<file path="src/design/udfc_pkg.sv">
`timescale 1ns / 1ps
// ----------------------------------------------------------------------------
// udfc_pkg: shared definitions for the update frame deframer
// header codes, frame positions, result beat type and the crc16 byte update
// ----------------------------------------------------------------------------
package udfc_pkg;

  localparam int MAX_PAYLOAD = 1024;
  localparam int POS_W       = 11;

  localparam logic [7:0]  HDR_FIRST  = 8'h55;
  localparam logic [7:0]  HDR_SECOND = 8'hAA;
  localparam logic [15:0] CRC_POLY   = 16'hA001;
  localparam logic [15:0] CRC_INIT   = 16'hFFFF;

  localparam logic [POS_W-1:0] FRAME_OVERHEAD = POS_W'(13);
  localparam logic [POS_W-1:0] CRC_TRAIL      = POS_W'(2);
  localparam logic [15:0]      MAX_LEN        = 16'(MAX_PAYLOAD);

  // positions in the frame, counted from the first header byte
  localparam logic [POS_W-1:0] POS_HUNT    = POS_W'(0);
  localparam logic [POS_W-1:0] POS_HDR2    = POS_W'(1);
  localparam logic [POS_W-1:0] POS_CMD     = POS_W'(2);
  localparam logic [POS_W-1:0] POS_SEQ_LO  = POS_W'(3);
  localparam logic [POS_W-1:0] POS_SEQ_HI  = POS_W'(4);
  localparam logic [POS_W-1:0] POS_OFS_0   = POS_W'(5);
  localparam logic [POS_W-1:0] POS_OFS_1   = POS_W'(6);
  localparam logic [POS_W-1:0] POS_OFS_2   = POS_W'(7);
  localparam logic [POS_W-1:0] POS_OFS_3   = POS_W'(8);
  localparam logic [POS_W-1:0] POS_LEN_LO  = POS_W'(9);
  localparam logic [POS_W-1:0] POS_LEN_HI  = POS_W'(10);
  localparam logic [POS_W-1:0] POS_PAYLOAD = POS_W'(11);

  localparam logic KIND_DATA = 1'b0;
  localparam logic KIND_DONE = 1'b1;

  typedef struct packed {
    logic        kind;
    logic [7:0]  data_byte;
    logic [9:0]  byte_index;
    logic [7:0]  command;
    logic [15:0] sequence_res;
    logic [31:0] image_offset;
    logic [10:0] payload_length;
    logic        crc_match;
  } result_t;

  // reflected crc16, one byte, eight shift steps
  function automatic logic [15:0] crc_byte(input logic [15:0] crc, input logic [7:0] b);
    logic [15:0] c;
    c = crc ^ {8'h00, b};
    for (int k = 0; k < 8; k++) begin
      if (c[0]) c = (c >> 1) ^ CRC_POLY;
      else      c = c >> 1;
    end
    return c;
  endfunction

endpackage

</file>
<file path="src/design/udfc_parser.sv">
`timescale 1ns / 1ps
// ----------------------------------------------------------------------------
// udfc_parser: frame position tracker, header capture and running crc16
// one byte per accepted beat, result formed in the same cycle
// ----------------------------------------------------------------------------
module udfc_parser (
  input  logic              clk,
  input  logic              rst,
  input  logic              accept,
  input  logic [7:0]        rx_byte,
  output logic              res_valid,
  output udfc_pkg::result_t res
);
  import udfc_pkg::*;

  logic [POS_W-1:0] frame_pos, frame_pos_next;
  logic [POS_W-1:0] expected_len, expected_len_next;
  logic [7:0]       cmd_reg, cmd_reg_next;
  logic [15:0]      seq_reg, seq_reg_next;
  logic [31:0]      offset_reg, offset_reg_next;
  logic [10:0]      len_reg, len_reg_next;
  logic [15:0]      running_crc, running_crc_next;
  logic [7:0]       crc_low_hold, crc_low_hold_next;

  logic [15:0]      full_len;
  logic [POS_W-1:0] crc_lo_pos;
  logic [POS_W-1:0] data_idx;

  assign full_len   = {rx_byte, len_reg[7:0]};
  assign crc_lo_pos = expected_len - CRC_TRAIL;
  assign data_idx   = frame_pos - POS_PAYLOAD;

  always_comb begin
    frame_pos_next    = frame_pos;
    expected_len_next = expected_len;
    cmd_reg_next      = cmd_reg;
    seq_reg_next      = seq_reg;
    offset_reg_next   = offset_reg;
    len_reg_next      = len_reg;
    running_crc_next  = running_crc;
    crc_low_hold_next = crc_low_hold;
    res_valid         = 1'b0;
    res.kind           = KIND_DATA;
    res.data_byte      = rx_byte;
    res.byte_index     = data_idx[9:0];
    res.command        = cmd_reg;
    res.sequence_res   = seq_reg;
    res.image_offset   = offset_reg;
    res.payload_length = len_reg;
    res.crc_match      = 1'b0;

    if (frame_pos == POS_HUNT) begin
      if (rx_byte == HDR_FIRST) frame_pos_next = POS_HDR2;
    end else if (frame_pos == POS_HDR2) begin
      if (rx_byte == HDR_SECOND)     frame_pos_next = POS_CMD;
      else if (rx_byte == HDR_FIRST) frame_pos_next = POS_HDR2;
      else                           frame_pos_next = POS_HUNT;
    end else begin
      frame_pos_next = frame_pos + POS_W'(1);
      if (frame_pos < POS_PAYLOAD) begin
        running_crc_next = crc_byte((frame_pos == POS_CMD) ? CRC_INIT : running_crc, rx_byte);
        unique case (frame_pos)
          POS_CMD:    cmd_reg_next = rx_byte;
          POS_SEQ_LO: seq_reg_next = {8'h00, rx_byte};
          POS_SEQ_HI: seq_reg_next = {rx_byte, seq_reg[7:0]};
          POS_OFS_0:  offset_reg_next = {24'h0, rx_byte};
          POS_OFS_1:  offset_reg_next = {16'h0, rx_byte, offset_reg[7:0]};
          POS_OFS_2:  offset_reg_next = {8'h0, rx_byte, offset_reg[15:0]};
          POS_OFS_3:  offset_reg_next = {rx_byte, offset_reg[23:0]};
          POS_LEN_LO: len_reg_next = {3'b000, rx_byte};
          default: begin
            // length high byte: oversized frames are dropped silently
            if (full_len > MAX_LEN) begin
              frame_pos_next    = POS_HUNT;
              expected_len_next = POS_W'(0);
            end else begin
              len_reg_next      = full_len[10:0];
              expected_len_next = FRAME_OVERHEAD + full_len[POS_W-1:0];
            end
          end
        endcase
      end else if (frame_pos < crc_lo_pos) begin
        running_crc_next = crc_byte(running_crc, rx_byte);
        res_valid        = 1'b1;
      end else if (frame_pos == crc_lo_pos) begin
        crc_low_hold_next = rx_byte;
      end else begin
        res_valid          = 1'b1;
        res.kind           = KIND_DONE;
        res.data_byte      = 8'h00;
        res.byte_index     = 10'd0;
        res.crc_match      = ({rx_byte, crc_low_hold} == running_crc);
        frame_pos_next     = POS_HUNT;
        expected_len_next  = POS_W'(0);
      end
    end

    if (!accept) res_valid = 1'b0;
  end

  always_ff @(posedge clk) begin
    if (rst) begin
      frame_pos    <= POS_HUNT;
      expected_len <= '0;
      cmd_reg      <= '0;
      seq_reg      <= '0;
      offset_reg   <= '0;
      len_reg      <= '0;
      running_crc  <= CRC_INIT;
      crc_low_hold <= '0;
    end else if (accept) begin
      frame_pos    <= frame_pos_next;
      expected_len <= expected_len_next;
      cmd_reg      <= cmd_reg_next;
      seq_reg      <= seq_reg_next;
      offset_reg   <= offset_reg_next;
      len_reg      <= len_reg_next;
      running_crc  <= running_crc_next;
      crc_low_hold <= crc_low_hold_next;
    end
  end

endmodule

</file>
<file path="src/design/update_frame_deframer_crc16.sv">
`timescale 1ns / 1ps
// ----------------------------------------------------------------------------
// update_frame_deframer_crc16: byte stream deframer with crc16 check
// hunts for the 55 aa header, emits payload beats and a frame summary beat
// ----------------------------------------------------------------------------
//  channel | direction | handshake            | payload
//  --------+-----------+----------------------+-----------------------------
//  in      | input     | in_valid / in_ready  | rx_byte
//  out     | output    | out_valid / out_ready| kind, data_byte, byte_index,
//          |           |                      | command, sequence_res,
//          |           |                      | image_offset, payload_length,
//          |           |                      | crc_match
//
//  one byte beat per cycle while in_ready is high; each result is registered
//  in the output register, or first in the skid entry when the output is stalled
//  the parser state and crc update together on each accepted byte, so the loop through
//  the frame position counter and crc register sets the one-beat rate
//  an output register plus a one-entry skid buffer: input stalls only when
//  both hold results
//  synchronous reset returns to hunting with crc at ffff, output empty
module update_frame_deframer_crc16 (
  input  logic        clk,
  input  logic        rst,
  input  logic        in_valid,
  output logic        in_ready,
  input  logic [7:0]  rx_byte,
  output logic        out_valid,
  input  logic        out_ready,
  output logic        kind,
  output logic [7:0]  data_byte,
  output logic [9:0]  byte_index,
  output logic [7:0]  command,
  output logic [15:0] sequence_res,
  output logic [31:0] image_offset,
  output logic [10:0] payload_length,
  output logic        crc_match
);
  import udfc_pkg::*;

  logic    accept;
  logic    res_valid;
  result_t res;

  // output register and skid entry
  logic    out_full;
  result_t out_data;
  logic    skid_full;
  result_t skid_data;

  logic    pop;
  logic    push;

  assign in_ready = !skid_full;
  assign accept   = in_valid && in_ready;
  assign pop      = out_full && out_ready;
  assign push     = res_valid;

  udfc_parser u_parser (
    .clk       (clk),
    .rst       (rst),
    .accept    (accept),
    .rx_byte   (rx_byte),
    .res_valid (res_valid),
    .res       (res)
  );

  always_ff @(posedge clk) begin
    if (rst) begin
      out_full  <= 1'b0;
      skid_full <= 1'b0;
    end else if (skid_full) begin
      // no new beat can arrive while the skid is occupied
      if (pop) begin
        out_data  <= skid_data;
        skid_full <= 1'b0;
      end
    end else if (push) begin
      if (!out_full || pop) begin
        out_data <= res;
        out_full <= 1'b1;
      end else begin
        skid_data <= res;
        skid_full <= 1'b1;
      end
    end else if (pop) begin
      out_full <= 1'b0;
    end
  end

  assign out_valid      = out_full;
  assign kind           = out_data.kind;
  assign data_byte      = out_data.data_byte;
  assign byte_index     = out_data.byte_index;
  assign command        = out_data.command;
  assign sequence_res   = out_data.sequence_res;
  assign image_offset   = out_data.image_offset;
  assign payload_length = out_data.payload_length;
  assign crc_match      = out_data.crc_match;

endmodule
</file>
<file path="config.mk">
export PLATFORM = sky130hd
export DESIGN_NAME = update_frame_deframer_crc16
export DESIGN_NICKNAME = d
export VERILOG_FILES = /design/src/design/udfc_pkg.sv /design/src/design/udfc_parser.sv /design/src/design/update_frame_deframer_crc16.sv
export SDC_FILE = /design/constraint.sdc
export NUM_CORES = 1
export LEC_CHECK = 0
export BUFFER_PORTS_ARGS = -buffer_cell sky130_fd_sc_hd__buf_2
export CAP_MARGIN = 25
export CORE_MARGIN = 2
export CORE_UTILIZATION = 50
export CTS_BUF_LIST = sky130_fd_sc_hd__clkbuf_4 sky130_fd_sc_hd__clkbuf_8
export DETAILED_ROUTE_END_ITERATION = 12
export HOLD_SLACK_MARGIN = 0.03
export PLACE_DENSITY = 0.68
export SLEW_MARGIN = 30
export SYNTH_ARGS = -nofsm -noshare
export SYNTH_HDL_FRONTEND = slang
export SYNTH_SLANG_ARGS = --single-unit
</file>
<file path="constraint.sdc">
create_clock -name clk -period 14.7 [get_ports clk]
set_clock_uncertainty 0.1 [all_clocks]
set_input_delay 0.735 -clock clk [delete_from_list [all_inputs] [get_ports clk]]
set_output_delay 0.735 -clock clk [all_outputs]
set_load 0.01 [all_outputs]
</file>
# --- Yosys cells after proc, flatten, opt, wreduce, memory -nomap -nowiden ---
# Cells that the tools add are included.
totals:
  reg_bits: 289
  inputBits: 12
classes:
  add_sub_neg: 4
  order_cmp: 3
  n_eq_ne: 20
  mux: 114
  bitwise: 30
  n_reduce_logical: 32
ops:
  columns: ["operator", "n"]
  rows:
  - ["16-bit two-way mux", 68]
  - ["87-bit two-way mux", 4]
  - ["11-bit two-way mux", 15]
  - ["32-bit one-hot mux with 4 select lines", 1]
  - ["19-bit two-way mux", 5]
  - ["2-bit inverter with 3-bit output", 16]
  - ["11-bit by 3-bit == test with 1-bit output, second input constant", 4]
  - ["6-bit AND reduction", 6]
  - ["16-bit one-hot mux with 2 select lines", 1]
  - ["16-bit by 8-bit bitwise XOR with 16-bit output", 2]
  - ["11-bit by 2-bit == test with 1-bit output, second input constant", 2]
  - ["11-bit by 4-bit == test with 1-bit output, second input constant", 2]
  - ["11-bit one-hot mux with 2 select lines", 1]
  - ["1-bit two-way mux", 19]
  - ["16-bit == test", 1]
  - ["16-bit by 11-bit > comparator with 1-bit output, second input constant", 1]
  - ["5-bit AND reduction", 3]
  - ["1-bit inverter", 12]
  - ["4-bit AND reduction", 3]
  - ["2-bit nonzero test", 6]
  - ["11-bit by 1-bit adder with 11-bit output, second input constant", 1]
  - ["4-bit by 11-bit adder with 11-bit output, first input constant", 1]
  - ["11-bit by 1-bit == test with 1-bit output, second input constant", 1]
  - ["11-bit == test", 1]
  - ["other kinds (20)", 27]

# --- Longest topological paths before layout ---
# Gate-level depths: netlist of run 1.
depth:
  word_depth: 47
  ltp_mapped: 15
  depth_no_buf: 14

# --- Hierarchy ---
# From an unflattened synthesis of run 1, not the netlist that was laid out.
unflattened:
  hier_cells: 1033
  area_unflattened_um2: 12600.8
by_module_without_submodules:
  columns: ["module", "n_inst", "cells_per_inst", "area_per_inst_um2", "seq_area_each_um2"]
  rows:
  - ["update_frame_deframer_crc16", 1, 285, 6431.2, 5265.0]
  - ["udfc_parser", 1, 748, 6169.7, 2262.2]

# --- Worst setup path before layout of run 1 ---
# No wires, ideal clock.
synth_path:
  kind: "reg-to-reg"
  startpoint: "register u_parser.expected_len[3]"
  endpoint: "register skid_data[0] in the netlist's numbering, enable pin"
  arrival_time_ns: 10.933
  t_required_ns: 13.844
  path_slack_ns: 2.911
  stages_incl_launch_ff: 11
  n_path_buf: 0
  path_cell_list: "dfxtp_1 > or4_1 > or3_1 > nor2_1 > xnor2_1 > ha_1 > a2111oi_0 > a31o_2 > or4_1 > nand3_1 > nor4_1"
synth_via:
  elab_chain_len: 9
  word_cells_on_any_way: 10
  cone_classes: "1 x add/sub; 1 x order compare; 1 x eq/ne; 6 x mux; 1 x reduce/logical"
synth_lines:
  columns: ["item", "line_no", "source"]
  rows:
  - ["start, declared", "udfc_parser.sv:17", "logic [POS_W-1:0] expected_len, expected_len_next;"]
  - ["start signal, assigned", "udfc_parser.sv:113", "expected_len <= expected_len_next;"]
  - ["11-bit by 2-bit subtractor with 11-bit output *", "udfc_parser.sv:30", "assign crc_lo_pos = expected_len - CRC_TRAIL;"]
  - ["parallel branches: the longest is 2 deep, another holds 11-bit < comparator", null, null]
  - ["1-bit two-way mux *", "udfc_parser.sv:82", "end else if (frame_pos < crc_lo_pos) begin"]
  - ["1-bit two-way mux *", "udfc_parser.sv:60", "if (frame_pos < POS_PAYLOAD) begin"]
  - ["1-bit two-way mux *", "udfc_parser.sv:54", "end else if (frame_pos == POS_HDR2) begin"]
  - ["1-bit two-way mux *", "udfc_parser.sv:52", "if (frame_pos == POS_HUNT) begin"]
  - ["1-bit two-way mux *", "udfc_parser.sv:98", "if (!accept) res_valid = 1'b0;"]
  - ["4-bit AND reduction (no line) *", null, null]
  - ["end signal, assigned", "update_frame_deframer_crc16.sv:82", "skid_data <= res;"]
  - ["end, declared", "update_frame_deframer_crc16.sv:48", "result_t skid_data;"]
# Every way passes the cells marked *.
# A chain may end at the register's enable or synchronous reset.

# --- Worst setup path in the final report of run 1 ---
layout_path:
  startpoint: "register u_parser.expected_len[3]"
  endpoint: "register out_data, in the netlist sequence_res[4], enable pin"
layout_via:
  elab_chain_len: 10
  word_cells_on_any_way: 11
  cone_classes: "1 x add/sub; 1 x order compare; 1 x eq/ne; 6 x mux; 2 x reduce/logical"
layout_lines:
  columns: ["item", "line_no", "source"]
  rows:
  - ["11-bit by 2-bit subtractor with 11-bit output *", "udfc_parser.sv:30", null]
  - ["parallel branches: the longest is 2 deep, another holds 11-bit < comparator", null, null]
  - ["1-bit two-way mux *", "udfc_parser.sv:82", null]
  - ["1-bit two-way mux *", "udfc_parser.sv:60", null]
  - ["1-bit two-way mux *", "udfc_parser.sv:54", null]
  - ["1-bit two-way mux *", "udfc_parser.sv:52", null]
  - ["1-bit two-way mux *", "udfc_parser.sv:98", null]
  - ["2-bit nonzero test (no line) *", null, null]
  - ["4-bit AND reduction (no line) *", null, null]
  - ["end signal, assigned", "update_frame_deframer_crc16.sv:74", "out_data <= skid_data;"]
  - ["end signal, assigned", "update_frame_deframer_crc16.sv:79", "out_data <= res;"]
  - ["end, declared", "update_frame_deframer_crc16.sv:46", "result_t out_data;"]
# Marks and branches as above.

==> flow_summary.ini, run 1 <==
[drt]
dr.pass1.iters = 5
drc = 0
viasPerCell = 5.41
wirelength_um = 26700
drtIter0Drc = 821
vias = 8012
detail-route-antenna-nets = 0
wl_per_cell_um = 18.1

[clock_tree]
cts_made_buffers = 47
ctsHoldBuffers = 0
htreeDepth = 2
tritoncts = yes
post_cts_buffers = 0
insertion_delay_ns = 0.57
cts_sinks = 289
clk_pin_slew_worst_paths_ns = 0.06
cts-root-buf = clkbuf_8
cts_resized = 0
cts_max_path_buffers = 3

[timing]
fin_crit_ns = 4.90
min_period_over_period_pct = 33.3
fmax_mhz = 204
hold_slack_ns = 0.350
finalHoldViolations = 0
grt_setup_unrepaired = no
drv_slew = 0
setup_violations = 0
maxSlewHeadroom_pct = 38.0
tightest_slew_ns = 0.930
finalSetupTns_ns = 0

[pwr]
peakVddDrop_mv = 0.0688
p_sw_mw = 0.337
power.leakage_nw = 5.32
p_per_area_mw_per_mm2 = 112
p_clk_share_pct = 43.8
power_frac_seq_pct = 53.6
p_int_mw = 1.25
power_switching_share_pct = 21.2
comb_power_share_pct = 2.7

[finish]
antenna_cells_inserted = 0
syn_to_final_growth_pct = 13.3
final_core_util_pct = 58.0
final_common_cell = edfxtp_1
finalNetCount = 1147
final_cell_mix = edfxtp_1, dfxtp_1, nor2_1
drive_above_1_share_pct = 25.2
largest_register_ff_count = 87
nFillCells = 2028

[synth]
synth_cells = 1033
async_flop_share_pct = 0
synth_top_family_by_area = simple AND/OR/NAND/NOR gates
synth-main-ff-cell = edfxtp_1
synth-simple-area-share_pct = 12.2
yosysSeqAreaShare_pct = 60.1
synth_seq_cells = 289
synth_nets = 1063
yosysUniqueCellTypes = 67
synth-edff-count = 174
synth_compound_gate_area_share_pct = 7.56
synthXorXnorAreaFrac_pct = 6.04
ys_warn_count = 0
syn_avg_cell_area_um2 = 12.1
syn_area_mm2 = 0.0125
synth_fa_ha_area_share_pct = 1.80
synthMuxAreaShare_pct = 9.39

[floorplanning]
die_width_um = 162
coreArea_mm2 = 0.0245
die_area_mm2 = 0.0263
initial_utilization_pct = 51.2
rows = 57
io_pins = 101
die_h_um = 162

[worst_hold_path]
holdPathStages = 0
holdCritPathClass = reg -> reg

[worst_setup_path]
worstPathArrival_ns = 5.02
critPathCaptureType = flip-flop
worstSetupStartpointType = flip-flop
worstSetupPathType = reg -> reg
rr_worst_depth = 12
crit_required_ns = 14.82
path_max_fanout = 56

[placement]
gp_congestion = 0.865
hpwlAfterDp_um = 16600
io_buffers = 100

[flow_run]
drv_cap = 0

[global_routing]
track_usage_pct = 20.3
antenna_found_initial = 0
grt_overflow = 0
grt_pass1_wl_um = 42100
grt_pass1_vias = 7591
grt_max_degree = 84

[status]
status = complete, no violations
## worst max-delay path, cell delays in order, from the launching register on
cell and delay (ns):
dfxtp_1 0.35, or4_1 0.59, or3_1 0.35, nor4_1 0.25, xnor2_1 0.14, ha_1 0.22, a2111oi_0 0.55, a31o_2 0.29
or4_1 0.18, nand3_1 0.23, a221oi_4 0.49, buf_4 0.48, buf_16 0.31
## Yosys cell counts, types with 7 or more instances
library cell | number | area share [%]
edfxtp_1 | 174 | 42
dfxtp_1 | 115 | 18
nor2_1 | 112 | 3.4
mux2_2 | 75 | 6.7
nand2_1 | 63 | 1.9
clkbuf_1 | 51 | 1.5
xnor2_1 | 42 | 2.9
a21oi_1 | 41 | 1.6
xor2_1 | 37 | 2.6
mux2i_1 | 33 | 2.6
a22oi_1 | 30 | 1.8
nand3_1 | 29 | 1.2
o21ai_0 | 22 | 0.88
ha_1 | 18 | 1.8
nand2b_1 | 17 | 0.85
and3_1 | 12 | 0.60
inv_1 | 12 | 0.36
nor3_1 | 12 | 0.48
and2_1 | 11 | 0.55
buf_2 | 11 | 0.44
o31ai_1 | 11 | 0.66
nor4_1 | 10 | 0.50
a211o_1 | 7 | 0.49
## final cells by class
type / count / area (um2) / area share, %
clock buffer: 76 / 890 / 6.27
clock inverter: 12 / 68.8 / 0.485
inverter: 13 / 48.8 / 0.344
multi-input combinational: 659 / 4660 / 32.9
sequential: 289 / 7530 / 53.1
tap: 324 / 405 / 2.86
timing repair buffer: 107 / 576 / 4.06
## per-stage QoR
step	std cells	power, mW	setup slack (ns)	instance area [um2]
final	1480	1.59	9.80	14200
after global routing	1480	1.64	9.55	14200
after CTS	1480	1.60	9.83	14200
after detailed placement	1392	0.909	9.82	13200
after global placement	1391	0.909	9.84	13200
after floorplan	1033	0.898	2.91	12500
## routing by layer
| layer | up-vias | track usage, % | wire [um] |
|---|---|---|---|
| li1 | 3888 | - | - |
| met1 | 3842 | 28.8 | 12600 |
| met2 | 251 | 31.7 | 12200 |
| met3 | 31 | 4.19 | 1500 |
| met4 | 0 | 5.75 | 463 |
| met5 | - | 0 | 0 |
## power groups by stage
stage	logic [mW]	registers [mW]	clock network (mW)
5_1_grt	0.0452	0.849	0.748
2_1_floorplan	0.0307	0.867	0
3_3_place_gp	0.0417	0.867	0
4_1_cts	0.0419	0.850	0.708
6_report	0.0421	0.850	0.695
3_5_place_dp	0.0417	0.867	0
## path summary, 6_finish.rpt
path                            start              end  slack [ns]
max          u_parser.expected_len[3]  sequence_res[4]        9.80
min               u_parser.seq_reg[9]    skid_data[53]        0.35
max reg2reg  u_parser.expected_len[3]  sequence_res[4]        9.80
min reg2reg       u_parser.seq_reg[9]    skid_data[53]        0.35
## kinds of logic (layout without fill, tap and decap cells)
logic type | Yosys count | in the layout
AOI/OAI and AO/OA | 142 | 142
xor gates and xnor gates | 82 | 82
adders and majority gates | 18 | 18
buffers and inverters | 85 | 208
DFF | 289 | 289
muxes | 108 | 108
and+or+nand+nor | 309 | 309
No activity file was read; power rests on OpenSTA's default activity.
==> run 2, diff against run 1 <==
Settings changed: PLACE_DENSITY 0.68 to 0.71.
Clock period 14.7 ns to 4.5 ns, I/O delays scaled along.
==> run 2 against run 1 <==
  * Total power rose to 3.2 times the previous value
  * Routed wire length grew 0.28%
  * Setup slack worse by 9.4 ns
  * Global-route usage up 0.17 points
  * Core utilization grew 0.35 points
  * Worst hold slack worse by 0.26 ns
  * Non-clock buffer count grew 9
  * Count of clock-buffer cells in the layout decreased by 5
  * Combinational power rose to 3.3 times the previous value
==> flow_summary.ini, run 2 (synthesis gave the netlist of run 1 again) <==
[status]
status = complete, no violations

[placement]
dp.cells = 1399
dpl-instance-area_mm2 = 0.0133
gp_congestion = 0.871
hpwlAfterDp_um = 16700
io_buffers = 100

[finish]
antenna_cells_inserted = 0
drive_above_1_share_pct = 25.6
final_common_cell = edfxtp_1
largest_register_ff_count = 87
stdcell_area_mm2 = 0.0143
finalNetCount = 1155
instances_no_fill = 1486
syn_to_final_growth_pct = 14.0
final_cell_mix = edfxtp_1, dfxtp_1, nor2_1

[drt]
drtIter0Drc = 718
dr.pass1.iters = 5
detail-route-antenna-nets = 0
wirelength_um = 26800
drc = 0
viasPerCell = 5.47
wl_per_cell_um = 18.0
vias = 8129

[timing]
maxSlewHeadroom_pct = 41.8
min_period_over_period_pct = 90.7
fmax_mhz = 245
drv_slew = 0
grt_setup_unrepaired = no
setup_violations = 0
tightest_slew_ns = 0.873
fin_crit_ns = 4.08
hold_slack_ns = 0.0903
finalHoldViolations = 0
finalSetupTns_ns = 0

[worst_hold_path]
holdCritPathClass = in -> reg

[clock_tree]
cts_max_path_buffers = 3
post_cts_buffers = 0
ctsHoldBuffers = 2
insertion_delay_ns = 0.55
cts_resized = 0
cts_made_buffers = 46
htreeDepth = 2
cts_sinks = 289
cts-root-buf = clkbuf_8
tritoncts = yes
clk_pin_slew_worst_paths_ns = 0.06

[floorplanning]
initial_utilization_pct = 51.2
io_pins = 101
die_h_um = 162
rows = 57
coreArea_mm2 = 0.0245
die_width_um = 162
die_area_mm2 = 0.0263

[worst_setup_path]
worstSetupStartpointType = flip-flop
path_max_fanout = 23
crit_required_ns = 4.85
worstPathArrival_ns = 4.43
critPathCaptureType = flip-flop
worstSetupPathType = reg -> reg

[pwr]
comb_power_share_pct = 2.7
p_int_mw = 4.01
report.power.total_mw = 5.09
power.leakage_nw = 5.32
power_frac_seq_pct = 54.5
power_switching_share_pct = 21.3
peakVddDrop_mv = 0.232
p_clk_share_pct = 42.8
p_sw_mw = 1.08
p_per_area_mw_per_mm2 = 357

[global_routing]
grt_max_degree = 88
grt_overflow = 0
grt_pass1_vias = 7772
antenna_found_initial = 0
grt_pass1_wl_um = 42300
track_usage_pct = 20.4

[flow_run]
drv_cap = 0
==> run 2: cell types whose count changed in the layout (fill, tap and decap cells not counted), sizes merged <==
cell / before / now
buf: 107 / 114
clkbuf: 76 / 71
clkinv: 10 / 11
clkinvlp: 0 / 3
dlygate4sd3: 0 / 2
inv: 15 / 13
==> run 2: per-layer routing <==
layer / global-route usage (%) / part of all wire (%) / vias to the layer above
li1: - / - / 3900
met1: 28.5 / 46 / 3944
met2: 32.7 / 47 / 243
met3: 3.68 / 5.6 / 42
met4: 6.48 / 2.0 / 0
met5: 0 / 0 / -
==> run 2: power by group through the flow <==
stage | clock (mW) | combinational [mW] | sequential (mW)
6_report | 2.18 | 0.139 | 2.78
5_1_grt | 2.35 | 0.149 | 2.77
4_1_cts | 2.22 | 0.138 | 2.78
3_5_place_dp | 0 | 0.137 | 2.83
3_3_place_gp | 0 | 0.137 | 2.83
2_1_floorplan | 0 | 0.101 | 2.83
==> run 2: per-stage QoR <==
step,utilization (%),setup slack [ns]
final,58.3,0.418
after CTS,58.3,0.479
after global routing,58.3,0.129
after floorplan,-,-1.46
after global placement,54.5,0.579
after detailed placement,54.5,0.482
==> run 2: critical path, stage by stage (launching register included) <==
cell and delay (ns):
dfxtp_2 0.33, or4_4 0.55, or3_4 0.39, nor4_2 0.17, xnor2_1 0.10, ha_1 0.22, a2111oi_2 0.41, and3_1 0.21
or3_4 0.20, inv_2 0.19, a211oi_2 0.69, nand2b_1 0.12, a311oi_1 0.29
==> run 2: final timing paths <==
| check | from | endpoint | slack, ns | cells after the start |
|---|---|---|---|---|
| worst max-delay path | u_parser.expected_len[6] | u_parser.frame_pos[6] | 0.42 | 12 |
| worst min-delay path | rx_byte[5] | u_parser.cmd_reg[5] | 0.09 | 3 |
| worst max register to register | u_parser.expected_len[6] | u_parser.frame_pos[6] | 0.42 | 12 |
| worst min register to register | u_parser.offset_reg[2] | skid_data[14] | 0.35 | 0 |
==> run 2: layout make-up <==
class,count,area (um2)
Fill cell,1967,10200
Sequential cell,289,7530
Multi-Input combinational cell,659,4700
Clock buffer,71,833
Timing Repair Buffer,116,666
Tap cell,324,405
Clock inverter,14,78.8
Inverter,13,48.8
==> run 3, diff against run 2 <==
Clock period 4.5 ns to 3.5 ns, I/O delays scaled along.
==> run 3 against run 2 <==
  * The flow now finishes with violations (setup timing)
  * Clock power increased by 31%
  * First-iteration DRC count increased by 15%
  * Non-clock buffer count increased by 48
  * Critical path type unchanged
==> flow_summary.ini, run 3 (synthesis gave the netlist of run 1 again) <==
[status]
status = finished with violations
violations = setup timing

[floorplanning]
die_width_um = 162
rows = 57
io_pins = 101
die_h_um = 162
initial_utilization_pct = 51.2
die_area_mm2 = 0.0263
coreArea_mm2 = 0.0245

[timing]
setup_violations = 185
finalHoldViolations = 0
maxSlewHeadroom_pct = 49.5
min_period_over_period_pct = 105
drv_slew = 0
fmax_mhz = 272
fin_crit_ns = 3.68
grt_setup_unrepaired = yes
tightest_slew_ns = 0.750
layout_setup_ws_ns = -0.175

[global_routing]
grt_pass1_vias = 8068
grt_overflow = 0
antenna_found_initial = 0
grt_pass1_wl_um = 44400
grt_max_degree = 66
track_usage_pct = 21.6

[drt]
drtIter0Drc = 828
viasPerCell = 5.48
wirelength_um = 28900
detail-route-antenna-nets = 0
vias = 8408
wl_per_cell_um = 18.8
drc = 0
dr.pass1.iters = 5

[finish]
syn_to_final_growth_pct = 20.4
final_cell_mix = edfxtp_1, dfxtp_1, nor2_1
final_common_cell = edfxtp_1
largest_register_ff_count = 87
finalNetCount = 1203
drive_above_1_share_pct = 29.3
antenna_cells_inserted = 0
nFillCells = 1916

[clock_tree]
insertion_delay_ns = 0.56
cts_made_buffers = 46
htreeDepth = 2
tritoncts = yes
cts_sinks = 289
clk_pin_slew_worst_paths_ns = 0.07
cts-root-buf = clkbuf_8
cts_max_path_buffers = 3

[placement]
place_ws_ns = -0.386
hpwlAfterDp_um = 17800
gp_congestion = 0.838
io_buffers = 100

[worst_setup_path]
worstSetupPathType = reg -> reg
cp_slowest_cell = or4_4
path_buf_inv = 3
worstSetupStartpointType = flip-flop
path_max_fanout = 9
crit_required_ns = 3.72
critPathCaptureType = flip-flop
critPathTopFamily = simple AND/OR/NAND/NOR gates
crit_chain = or4_4, or3_4, nor2_4, xnor2_2, ha_4, o21ai_2, nand2b_1, a21oi_2, a31o_2, or4_4, nand3_4, nor4_4, buf_12, buf_12, buf_16
worstPathArrival_ns = 3.90
cpPeakStageDelay_ns = 0.56

[pwr]
report.power.total_mw = 6.62
power.leakage_nw = 5.71
p_per_area_mw_per_mm2 = 439
peakVddDrop_mv = 0.238

[worst_hold_path]
holdCritPathClass = in -> reg

[flow_run]
drv_cap = 0
-- run 3: power breakdown --
group / internal [mW] / switching [mW]
clock network: 1.58 / 1.28
registers: 3.57 / 0.000662
logic: 0.0666 / 0.120
-- run 3: final timing paths --
path,startpoint,to,slack [ns],depth (start not counted)
worst min-delay path,rst,u_parser.frame_pos[10],0.06,2
worst max-delay path,u_parser.expected_len[6],skid_data[42],-0.18,15
worst max register to register,u_parser.expected_len[6],skid_data[42],-0.18,15
worst min register to register,u_parser.seq_reg[13],skid_data[57],0.35,0
-- run 3: what timing repair did --
action / in CTS / in global routing
pin swaps: 2 / 7
hold endpoints to repair: 7 / 0
hold buffers: 5 / 0
resized for setup: 17 / 24
buffers inserted: 3 / 2
cloned: 6 / 5
endpoints found under the setup margin: 185 / 225
-- run 3: metrics by stage --
stage / util, % / hold WS [ns] / std cells / setup TNS, ns / cell area, um2
final: 61.6 / 0.0645 / 1535 / -19.67 / 15100
after global routing: 61.6 / 0.0627 / 1535 / -36.88 / 15100
after CTS: 60.6 / 0.0320 / 1528 / -21.84 / 14800
after detailed placement: 55.5 / 0.344 / 1428 / -51.86 / 13600
after global placement: 55.5 / 0.333 / 1428 / -46.70 / 13600
after floorplan: - / 0.191 / 1033 / -380.42 / 12600
-- run 3: cell type report --
cell class / instances / area, um2 / area share, %
Multi-Input combinational cell: 659 / 4770 / 31.6
Sequential cell: 289 / 7530 / 50.0
Clock inverter: 11 / 68.8 / 0.457
Inverter: 13 / 48.8 / 0.324
Tap cell: 324 / 405 / 2.69
Timing Repair Buffer: 164 / 1370 / 9.12
Clock buffer: 75 / 870 / 5.77
-- run 3: metal layers --
layer,vias to the layer above,GRT usage [%],share of wire [%]
li1,4019,-,-
met3,61,3.63,5.2
met4,0,7.88,2.9
met2,270,34.4,47
met5,-,0,0
met1,4058,30.1,45
